[src/ihp_ram.sv]
`timescale 1ns / 1ps
// Generic synchronous RAM: one write port, two registered read ports.
// Standalone, no package dependency.
module ihp_ram #(
  parameter int WIDTH = 8,
  parameter int DEPTH = 16,
  parameter int AW    = $clog2(DEPTH)
) (
  input  logic             clk,
  input  logic             we,
  input  logic [AW-1:0]    waddr,
  input  logic [WIDTH-1:0] wdata,
  input  logic [AW-1:0]    ra_addr,
  output logic [WIDTH-1:0] ra_data,
  input  logic [AW-1:0]    rb_addr,
  output logic [WIDTH-1:0] rb_data
);

  logic [WIDTH-1:0] mem [DEPTH];

  always_ff @(posedge clk) begin
    if (we) begin
      mem[waddr] <= wdata;
    end
    ra_data <= mem[ra_addr];
    rb_data <= mem[rb_addr];
  end

endmodule

[config.mk]
export PLATFORM = sky130hd
export DESIGN_NAME = ihp_ram
export DESIGN_NICKNAME = d
export VERILOG_FILES = /design/src/ihp_ram.sv
export SDC_FILE = /design/constraint.sdc
export NUM_CORES = 1
export LEC_CHECK = 0
export ABC_AREA = 1
export BUFFER_PORTS_ARGS = -buffer_cell sky130_fd_sc_hd__buf_2
export CAP_MARGIN = 30
export CELL_PAD_IN_SITES_DETAIL_PLACEMENT = 2
export CELL_PAD_IN_SITES_GLOBAL_PLACEMENT = 2
export CORE_ASPECT_RATIO = 1.2
export CORE_UTILIZATION = 38
export CTS_CLUSTER_SIZE = 28
export DETAILED_ROUTE_END_ITERATION = 10
export GPL_TIMING_DRIVEN = 0
export HOLD_SLACK_MARGIN = 0.05
export PLACE_DENSITY_LB_ADDON = 0.25
export SETUP_SLACK_MARGIN = 0.5
export SYNTH_ARGS = -nofsm -noshare
export SYNTH_HDL_FRONTEND = slang
export SYNTH_SLANG_ARGS = --single-unit
export TNS_END_PERCENT = 10
[constraint.sdc]
create_clock -name clk -period 1.5 [get_ports clk]
set_input_delay 0.3 -clock clk [delete_from_list [all_inputs] [get_ports clk]]
set_output_delay 0.3 -clock clk [all_outputs]
set_load 0.05 [all_outputs]
# After elaboration in Yosys (flattened, before gate mapping)
# Memories as Yosys holds them, arrays and structs flattened. A register that Yosys moved wholly into a read port is not among the register bits.
# Index checks and enable logic that the tools add are counted.
# Widths: inputs -> output; s select.
word_totals:
  reg_bits: 0
  ramBits: 128
  in_bits: 22
  mem_count: 1
mem_list:
  columns: ["name", "words", "word_bits", "rd", "rd_clocked_by_memory_dff", "write_ports", "line", "source"]
  rows:
  - ["mem", 16, 8, 2, 2, 1, "19", "logic [WIDTH-1:0] mem [DEPTH];"]
op_classes:
  muxes: 2
ops:
  columns: ["cell", "n"]
  rows:
  - ["$mux 1", 2]

# Logic depth before layout (Yosys ltp)
# Gate-level depths: netlist of run 1.
depth:
  depth_word: 2
  mapped_depth: 7

# Worst setup path before layout of run 1
# OpenSTA, ideal clock, no wires.
synth_path:
  path_type: "input port to flip-flop"
  from: "in waddr[2]"
  to: "mem mem[10][0], enable pin"
  arrival_time_ns: 0.881
  required_time_ns: 1.130
  path_slack_ns: 0.249
  stages: 2
  path_cell_list: "nand3b_1 > nor2_1"
synth_lines:
  columns: ["element", "line", "source"]
  rows:
  - ["start: declaration", "11", "input logic [AW-1:0] waddr,"]
  - ["end: declaration", "19", null]
# No word-level cell before the write port.

# Final worst setup path of run 1
layout_path:
  from: "reg rb_data[6] (read register of mem)"
  to: "out rb_data[6]"
layout_lines:
  columns: ["element", "line", "source"]
  rows:
  - ["start: declaration", "16", "output logic [WIDTH-1:0] rb_data"]
# No word-level cell between the ends.

==> results of run 1 <==
-- cells in the mapped netlist --
master / number
clkbuf_1: 3
nand3b_1: 2
nand3_1: 225
buf_6: 14
nand2_1: 277
buf_4: 4
dfxtp_1: 16
nor2_1: 17
buf_2: 26
inv_2: 4
inv_1: 134
edfxtp_1: 128
buf_1: 1
-- layout make-up --
| cell class | instances | share of cell area, % |
|---|---|---|
| Clock inverter | 14 | 2.24 |
| Inverter | 138 | 5.83 |
| Multi-Input combinational cell | 521 | 29.4 |
| Sequential cell | 144 | 45.8 |
| Timing Repair Buffer | 43 | 4.18 |
| Tap cell | 256 | 3.51 |
| Clock buffer | 18 | 4.71 |
| Buffer | 48 | 4.35 |
-- through the flow --
| step | worst slack, ns | power (uW) | util (%) |
|---|---|---|---|
| global placement | -0.230 | 5810 | 41.4 |
| CTS | 0.252 | 10600 | 45.6 |
| global route | 0.208 | 11000 | 48.5 |
| finish | 0.205 | 10900 | 48.5 |
| detailed placement | -0.299 | 5860 | 41.4 |
| floorplan | 0.326 | 5340 | - |
-- sequential cells by signal, summed over array words and instances (netlist names) --
| register | flops |
|---|---|
| mem | 128 |
| ra_data | 8 |
| rb_data | 8 |
-- routing by layer --
metal  up-vias  global-route usage (%)  share of wire [%]
met1      3456                    40.2                 38
met2       339                    56.9                 49
li1       2871                       -                  -
met4         0                    19.4                6.0
met3       124                    5.64                6.8
met5         -                       0                  0
-- timing repair --
item                                    in CTS  in global routing
setup buffers                                2                 10
resized for setup                           44                159
pin swaps                                    1                 31
endpoints found under the setup margin     136                152
-- logic make-up after synthesis --
kind of cell	after synthesis
AND/OR/NAND/NOR	521
flip-flops	144
buffers and inverters	186
-- power groups by stage --
| stage | sequential [uW] | clock (uW) | combinational, uW |
|---|---|---|---|
| 2_1_floorplan | 4770 | 0 | 573 |
| 3_3_place_gp | 4590 | 0 | 1210 |
| 3_5_place_dp | 4600 | 0 | 1260 |
| 4_1_cts | 4530 | 4710 | 1350 |
| 5_1_grt | 4550 | 4890 | 1610 |
| 6_report | 4540 | 4760 | 1560 |
-- worst max path at each step --
stage	start	endpoint	slack, ns	cells after the start
after floorplan	waddr[2]	mem[10][0]	0.33	2
after global placement	rb_addr[0]	rb_data[3]	-0.23	8
after detailed placement	waddr[3]	mem[5][2]	-0.30	3
after CTS	ra_data[2]	ra_data[2]	0.25	1
after global routing	mem[1][6]	ra_data[6]	0.21	6
final	rb_data[6]	rb_data[6]	0.21	1
==> reports/qor.yml, run 1 <==
yosys:
  synth_seq_cells: 144
  synthSimpleGateAreaFrac_pct: 30.9
  syn_area_sq_um: 7260
  synth_nets: 873
  syn_inst: 851
  ys_warn_count: 0
  synth_cell_type_count: 13
  synth_top_area_cell: "edfxtp_1"
  synth_top_family_by_area: "simple AND/OR/NAND/NOR gates"
  synth_top_cell_area_share_pct: 52.9
  synth_xor_xnor_area_share_pct: 0
  synthAdderAreaFrac_pct: 0
  synth_compound_gate_area_share_pct: 0
  synth.yosys.seq_area_share_pct: 57.4
  syn_area_per_cell_sq_um: 8.53
  synth_mux_area_share_pct: 0
  synthTopCellsByArea: "edfxtp_1 53%, nand3_1 16%, nand2_1 14%, inv_1 6.9%, dfxtp_1 4.4%"
sta:
  slew_viol_final: 0
  slew_headroom_pct: 61.2
  setup_viol: 0
  grt_setup_unrepaired: "true"
  setup_tns_ns: 0
  fin_worst_skew_ns: 0.0122
  hold_violations: 0
  fin_crit_ns: 1.29
  clock.fmax_ghz: 0.772
  worstMarginPinSlew_ns: 0.582
  fin_crit_sh_pct: 86.3
  hold_slack_ns: 0.312
clock_network:
  cts_tree: "yes"
  htree_levels: 4
  clkSlewWorstSetupHoldPaths_ns: 0.07
  clock_latency_ns: 0.45
  numClockSinks: 144
  cts-buffers-inserted: 17
  root_buffer: "clkbuf_16"
  holdBufCountCts: 0
  cts.path.max_buffers: 2
global_route:
  grt_overflow: 0
  grt_pass1_wl_um: 46100
  grt_max_degree: 17
  grt_pass1_vias: 7241
  gr-usage-all-layers_pct: 33.7
  antenna_found_initial: 0
drt:
  drtIter0Drc: 610
  route.vias.total: 6790
  drc: 0
  drt_wl_total_um: 33800
  ant_nets: 0
  via_per_inst: 5.74
  first_pass_iters: 5
  wl_per_cell_um: 28.6
placed_design:
  dp.cells: 1138
  port_buffers: 31
  gp_congestion: 0.914
  dp_hpwl_um: 21400
  dpl-instance-area_sq_um: 7770
finish:
  diodes: 0
  area_growth_pct: 25.6
  multi_input_area_sq_um: 2680
  drive_gt1_share_pct: 27.4
  regArea_sq_um: 4180
  final_cell_mix: "260 x nand2_1, 179 x nand3_1, 128 x edfxtp_1"
  fill_cells: 1983
  final_nets: 935
  design_area_sq_um: 9120
  final_common_cell: "nand2_1"
  finalNonFillerCells: 1182
die:
  placementRows: 55
  ioPinCount: 38
  die-area_sq_um: 19700
  coreArea_sq_um: 18800
  start_util_pct: 38.6
  die_x_um: 128
  fp.dieH_um: 153
outcome:
  status: "completed"
power_and_ir_drop:
  combinationalPowerShare_pct: 14.4
  ir_drop_v: 0.000731
  swShare_pct: 28.5
  internal-power_uw: 7760
  switchingPower_uw: 3100
  p_leak_uw: 0.00396
  p_clk_share_pct: 43.8
  power_density_nw_per_um2: 1190
  seqPwrFrac_pct: 41.8
critical_path:
  r2r-start: "mem[5][6]"
  cp_top_family: "flip-flops"
  cp_slowest_cell: "dfxtp_1"
  crit_type: "flop to output port"
  reg2reg_depth: 6
  r2r_end: "ra_data[6]"
  arrival_ns: 0.99
  cp-start-kind: "flop"
  max_stage_delay_ns: 0.37
  worstPathBufferInverterCount: 1
  worstPathMaxFanout: 1
  worst_setup_path_end_kind: "output port"
  reg2reg_slack_ns: 0.25
  path_cells: "buf_6"
  cp_data_required_time_ns: 1.20
min_path:
  hold_depth: 1
  min_path_type: "input port to flop"
  min_from: "wdata[4]"
  min_to: "mem[10][4]"
run:
  maxCapViolCount: 0
Power figures use the tool's default switching activity.
==> run 2, diff against run 1 <==
--- a/config.mk
+++ b/config.mk
@@ -5,13 +5,10 @@
 export SDC_FILE = /design/constraint.sdc
 export NUM_CORES = 1
 export LEC_CHECK = 0
-export ABC_AREA = 1
 export BUFFER_PORTS_ARGS = -buffer_cell sky130_fd_sc_hd__buf_2
 export CAP_MARGIN = 30
-export CELL_PAD_IN_SITES_DETAIL_PLACEMENT = 2
-export CELL_PAD_IN_SITES_GLOBAL_PLACEMENT = 2
 export CORE_ASPECT_RATIO = 1.2
-export CORE_UTILIZATION = 38
+export CORE_UTILIZATION = 40
 export CTS_CLUSTER_SIZE = 28
 export DETAILED_ROUTE_END_ITERATION = 10
 export GPL_TIMING_DRIVEN = 0
==> reports/qor.yml, run 2 <==
outcome:
  status: "completed"
die:
  start_util_pct: 40.7
  die_x_um: 117
  placementRows: 50
  fp.dieH_um: 140
  coreArea_sq_um: 15600
  ioPinCount: 38
  die-area_sq_um: 16400
yosys:
  synth_top_area_cell: "edfxtp_1"
  synth.yosys.seq_area_share_pct: 65.6
  yosys-top-cells-count: "128 x edfxtp_1, 34 x mux4_2, 32 x a22oi_1"
  synth_most_common_cell: "edfxtp_1"
  synth_seq_cells: 144
  ys_async_sr_fraction_pct: 0
  synth_top_cell_area_share_pct: 60.6
  syn_area_per_cell_sq_um: 20.7
  synth_edf_count: 128
  synthTopCellsByArea: "edfxtp_1 61%, mux4_2 12%, mux4_1 12%, dfxtp_1 5.0%, a22oi_1 3.8%"
  syn_inst: 307
  ys.flop_type: "edfxtp_1"
  synth_cell_type_count: 20
  ys_warn_count: 0
  synth_nets: 329
  syn_area_sq_um: 6350
critical_path:
  worstPathBufferInverterCount: 1
  cp_slowest_cell: "nor3_2"
  worst_setup_path_end_kind: "flop"
  cp_data_required_time_ns: 1.54
  crit_type: "input port to flop"
  cp_top_family: "simple AND/OR/NAND/NOR gates"
  path_cells: "buf_8 > nand3b_1 > nor3_2"
  cp-start-kind: "input port"
  max_stage_delay_ns: 0.80
  worstPathMaxFanout: 8
  arrival_ns: 1.49
finish:
  diodes: 0
  area_growth_pct: 21.3
  final_nets: 385
  top_register: "mem"
  design_area_sq_um: 7700
  fill_cells: 1249
  top_regs: "mem x128, ra_data x8, rb_data x8"
  regArea_sq_um: 4180
  largest_reg_flops: 128
  final_cell_mix: "128 x edfxtp_1, 61 x mux4_2, 22 x buf_2"
  final_common_cell: "edfxtp_1"
  drive_gt1_share_pct: 52.1
  multi_input_area_sq_um: 2100
drt:
  wl_per_cell_um: 26.0
  drt_wl_total_um: 15200
  drc: 0
  route.vias.total: 3436
  via_per_inst: 5.88
  first_pass_iters: 4
  drtIter0Drc: 307
  ant_nets: 0
sta:
  clock.fmax_ghz: 0.686
  slew_headroom_pct: 30.7
  setup_viol: 0
  fin_crit_ns: 1.46
  layout_setup_ws_ns: 0.0414
  hold_violations: 0
  worstMarginPinSlew_ns: 1.04
  fin_crit_sh_pct: 97.2
  fin_worst_skew_ns: 0.00760
  grt_setup_unrepaired: "true"
  slew_viol_final: 0
clock_network:
  cts.path.max_buffers: 2
  numClockSinks: 144
  clkSlewWorstSetupHoldPaths_ns: 0.06
  clock_latency_ns: 0.42
  root_buffer: "clkbuf_16"
  cts_tree: "yes"
  holdBufCountCts: 0
  htree_levels: 4
  cts-buffers-inserted: 17
global_route:
  grt_pass1_wl_um: 22100
  grt_pass1_vias: 3627
  antenna_found_initial: 0
  grt_max_degree: 17
  gr-usage-all-layers_pct: 20.0
  grt_overflow: 0
placed_design:
  dpl-instance-area_sq_um: 6760
  place_ws_ns: -0.384
  port_buffers: 35
  gp_congestion: 0.754
  dp_hpwl_um: 9690
power_and_ir_drop:
  ir_drop_v: 0.000751
  power_density_nw_per_um2: 1250
  p_leak_uw: 0.00251
run:
  maxCapViolCount: 0
min_path:
  min_path_type: "input port to flop"
==> run 2: changes by cell type after synthesis, moves of 28 or more <==
| cell | before | now |
|---|---|---|
| nand2_1 | 277 | 17 |
| a22oi_1 | 0 | 32 |
| mux4_2 | 0 | 34 |
| nand3_1 | 225 | 1 |
| inv_1 | 134 | 0 |
| mux4_1 | 0 | 28 |
==> run 2: worst register-to-register path, stage by stage (launching register included) <==
cell and delay [ns]:
edfxtp_1 0.38, mux4_4 0.62, a22oi_2 0.23, nand2_1 0.11
==> run 2: metal layers <==
metal	GRT usage, %	routed length, um	vias up
met4	10.2	420	0
li1	-	-	1430
met1	25.6	5620	1835
met5	0	0	-
met3	3.85	1060	27
met2	32.5	8060	144
==> run 2: path summary, 6_finish.rpt <==
kind             start          to  slack, ns  cells past startpoint
min reg2reg  mem[4][0]  ra_data[0]       0.70                      3
min           wdata[6]   mem[3][6]       0.26                      1
max reg2reg  mem[3][7]  rb_data[7]       0.05                      3
max           waddr[3]   mem[4][0]       0.04                      3
==> run 2: logic make-up (layout without fill, tap and decap cells) <==
kind of cell	count (synthesis)	after routing	synth area share, %
multiplexers	64	64	24.4
flip-flops	144	144	65.6
AND/OR/NAND/NOR	47	47	3.43
buffers and inverters	20	89	2.72
AO/OA/AOI/OAI	32	32	3.79
==> run 2: cell type report <==
type | instances | share of cell area, %
buffer | 20 | 2.73
clock buffer | 20 | 5.93
clock inverter | 12 | 1.41
multi-input combinational | 143 | 27.2
sequential | 144 | 54.3
tap | 208 | 3.38
timing repair buffer | 37 | 4.96
==> run 2: power by group <==
part / switching (uW) / total (uW) / internal [uW] / leakage (uW)
registers: 59.4 / 4560 / 4500 / 0.00129
logic: 595 / 1060 / 464 / 0.000951
clock network: 1640 / 4010 / 2370 / 0.000267
==> run 2: stage by stage <==
stage / total power, uW / util [%] / cells / TNS (ns) / hold WS, ns
2_1_floorplan: 5220 / - / 307 / 0 / 0.399
3_3_place_gp: 5510 / 43.4 / 550 / -40.43 / 0.687
3_5_place_dp: 5520 / 43.4 / 550 / -40.91 / 0.701
4_1_cts: 9500 / 47.2 / 582 / 0 / 0.258
5_1_grt: 9900 / 49.4 / 584 / -0.00225 / 0.260
6_report: 9630 / 49.4 / 584 / 0 / 0.262
==> run 2: timing repair <==
item	CTS	global route
resized for setup	6	114
pin swaps	1	24
endpoints found under the setup margin	160	160
setup buffers	0	1
==> run 3, diff against run 2 <==
--- a/config.mk
+++ b/config.mk
@@ -11,7 +11,6 @@
 export CORE_UTILIZATION = 40
 export CTS_CLUSTER_SIZE = 28
 export DETAILED_ROUTE_END_ITERATION = 10
-export GPL_TIMING_DRIVEN = 0
 export HOLD_SLACK_MARGIN = 0.05
 export PLACE_DENSITY_LB_ADDON = 0.25
 export SETUP_SLACK_MARGIN = 0.5
==> reports/qor.yml, run 3 (synthesis results as in run 2) <==
outcome:
  status: "completed"
sta:
  fin_worst_skew_ns: 0.00940
  hold_slack_ns: 0.274
  setup_tns_ns: 0
  fin_crit_ns: 1.38
  slew_headroom_pct: 32.9
  grt_setup_unrepaired: "true"
  layout_setup_ws_ns: 0.117
  worstMarginPinSlew_ns: 1.00
  hold_violations: 0
  clock.fmax_ghz: 0.723
  setup_viol: 0
  slew_viol_final: 0
  fin_crit_sh_pct: 92.2
power_and_ir_drop:
  power_density_nw_per_um2: 1250
  ir_drop_v: 0.000977
  power_uw: 9580
  p_leak_uw: 0.00258
critical_path:
  reg2reg_depth: 3
  crit_type: "flop to flop"
  cp_data_required_time_ns: 1.80
  arrival_ns: 1.68
  worstPathMaxFanout: 2
  cp-start-kind: "flop"
  worst_setup_path_end_kind: "flop"
placed_design:
  port_buffers: 37
  gp_congestion: 0.748
  dpl-instance-area_sq_um: 6970
  dp_hpwl_um: 9980
  place_ws_ns: -0.404
clock_network:
  cts_tree: "yes"
  cts.path.max_buffers: 2
  htree_levels: 4
  clock_latency_ns: 0.41
  numClockSinks: 144
  root_buffer: "clkbuf_16"
  clkSlewWorstSetupHoldPaths_ns: 0.06
  cts-buffers-inserted: 17
die:
  ioPinCount: 38
  fp.dieH_um: 140
  start_util_pct: 40.7
  placementRows: 50
  die_x_um: 117
  die-area_sq_um: 16400
  coreArea_sq_um: 15600
finish:
  top_register: "mem"
  diodes: 0
  drive_gt1_share_pct: 49.2
  area_growth_pct: 21.1
  final_nets: 405
  largest_reg_flops: 128
  fill_cells: 1266
  design_area_sq_um: 7680
  top_regs: "mem x128, ra_data x8, rb_data x8"
  final_cell_mix: "128 x edfxtp_1, 60 x mux4_2, 35 x buf_2"
  final_common_cell: "edfxtp_1"
run:
  maxCapViolCount: 0
global_route:
  grt_pass1_vias: 3667
  grt_max_degree: 18
  gr-usage-all-layers_pct: 19.6
  antenna_found_initial: 0
  grt_overflow: 0
  grt_pass1_wl_um: 22000
min_path:
  hold_depth: 1
  min_path_type: "input port to flop"
drt:
  via_per_inst: 5.66
  wl_per_cell_um: 24.2
  ant_nets: 0
  drc: 0
  route.vias.total: 3418
  drt_wl_total_um: 14600
  drtIter0Drc: 301
  first_pass_iters: 4
run 3: area by class of cell:
class                   instances  area, sq um  area share (%)
clock inverters                14          143            1.86
repair buffers                 77          659            8.58
flip-flops and latches        144         4170            54.3
well taps                     208          260            3.39
multi-input cells             143         2020            26.3
clock buffers                  18          429            5.59
run 3: report_power, final:
| part | internal, uW | switching, uW | leakage [uW] |
|---|---|---|---|
| clock | 2440 | 1630 | 0.000264 |
| sequential | 4490 | 56.0 | 0.00129 |
| combinational | 401 | 569 | 0.00102 |
| total | 7330 | 2250 | 0.00258 |
run 3: per-stage QoR:
stage	utilization, %	cells
6_report	49.3	604
3_3_place_gp	44.7	568
4_1_cts	48.9	604
2_1_floorplan	-	307
3_5_place_dp	44.7	568
5_1_grt	49.3	604
run 3: critical path, cell delays in order, from the launching register on:
cell and delay, ns:
edfxtp_1 0.40, mux4_4 0.61, a22oi_2 0.19, nand2_1 0.06
run 3: worst paths after layout:
path / from / endpoint / slack [ns]
hold / removal: wdata[6] / mem[7][6] / 0.27
setup / recovery: mem[2][7] / rb_data[7] / 0.12
setup reg to reg: mem[2][7] / rb_data[7] / 0.12
hold reg to reg: mem[14][1] / rb_data[1] / 0.71
run 3: layer usage:
layer	wire length [um]	track usage, %	vias up
met1	5620	23.7	1805
met3	623	3.89	27
met2	8000	34.1	119
met5	0	0	-
li1	-	-	1467
met4	399	8.19	0
run 3: repair_timing:
action,in CTS,in global routing
hold buffers,0,0
resized for setup,11,15
endpoints found under the hold margin,0,0
buffers inserted,4,0
pin swaps,3,6
setup endpoints to repair,66,128
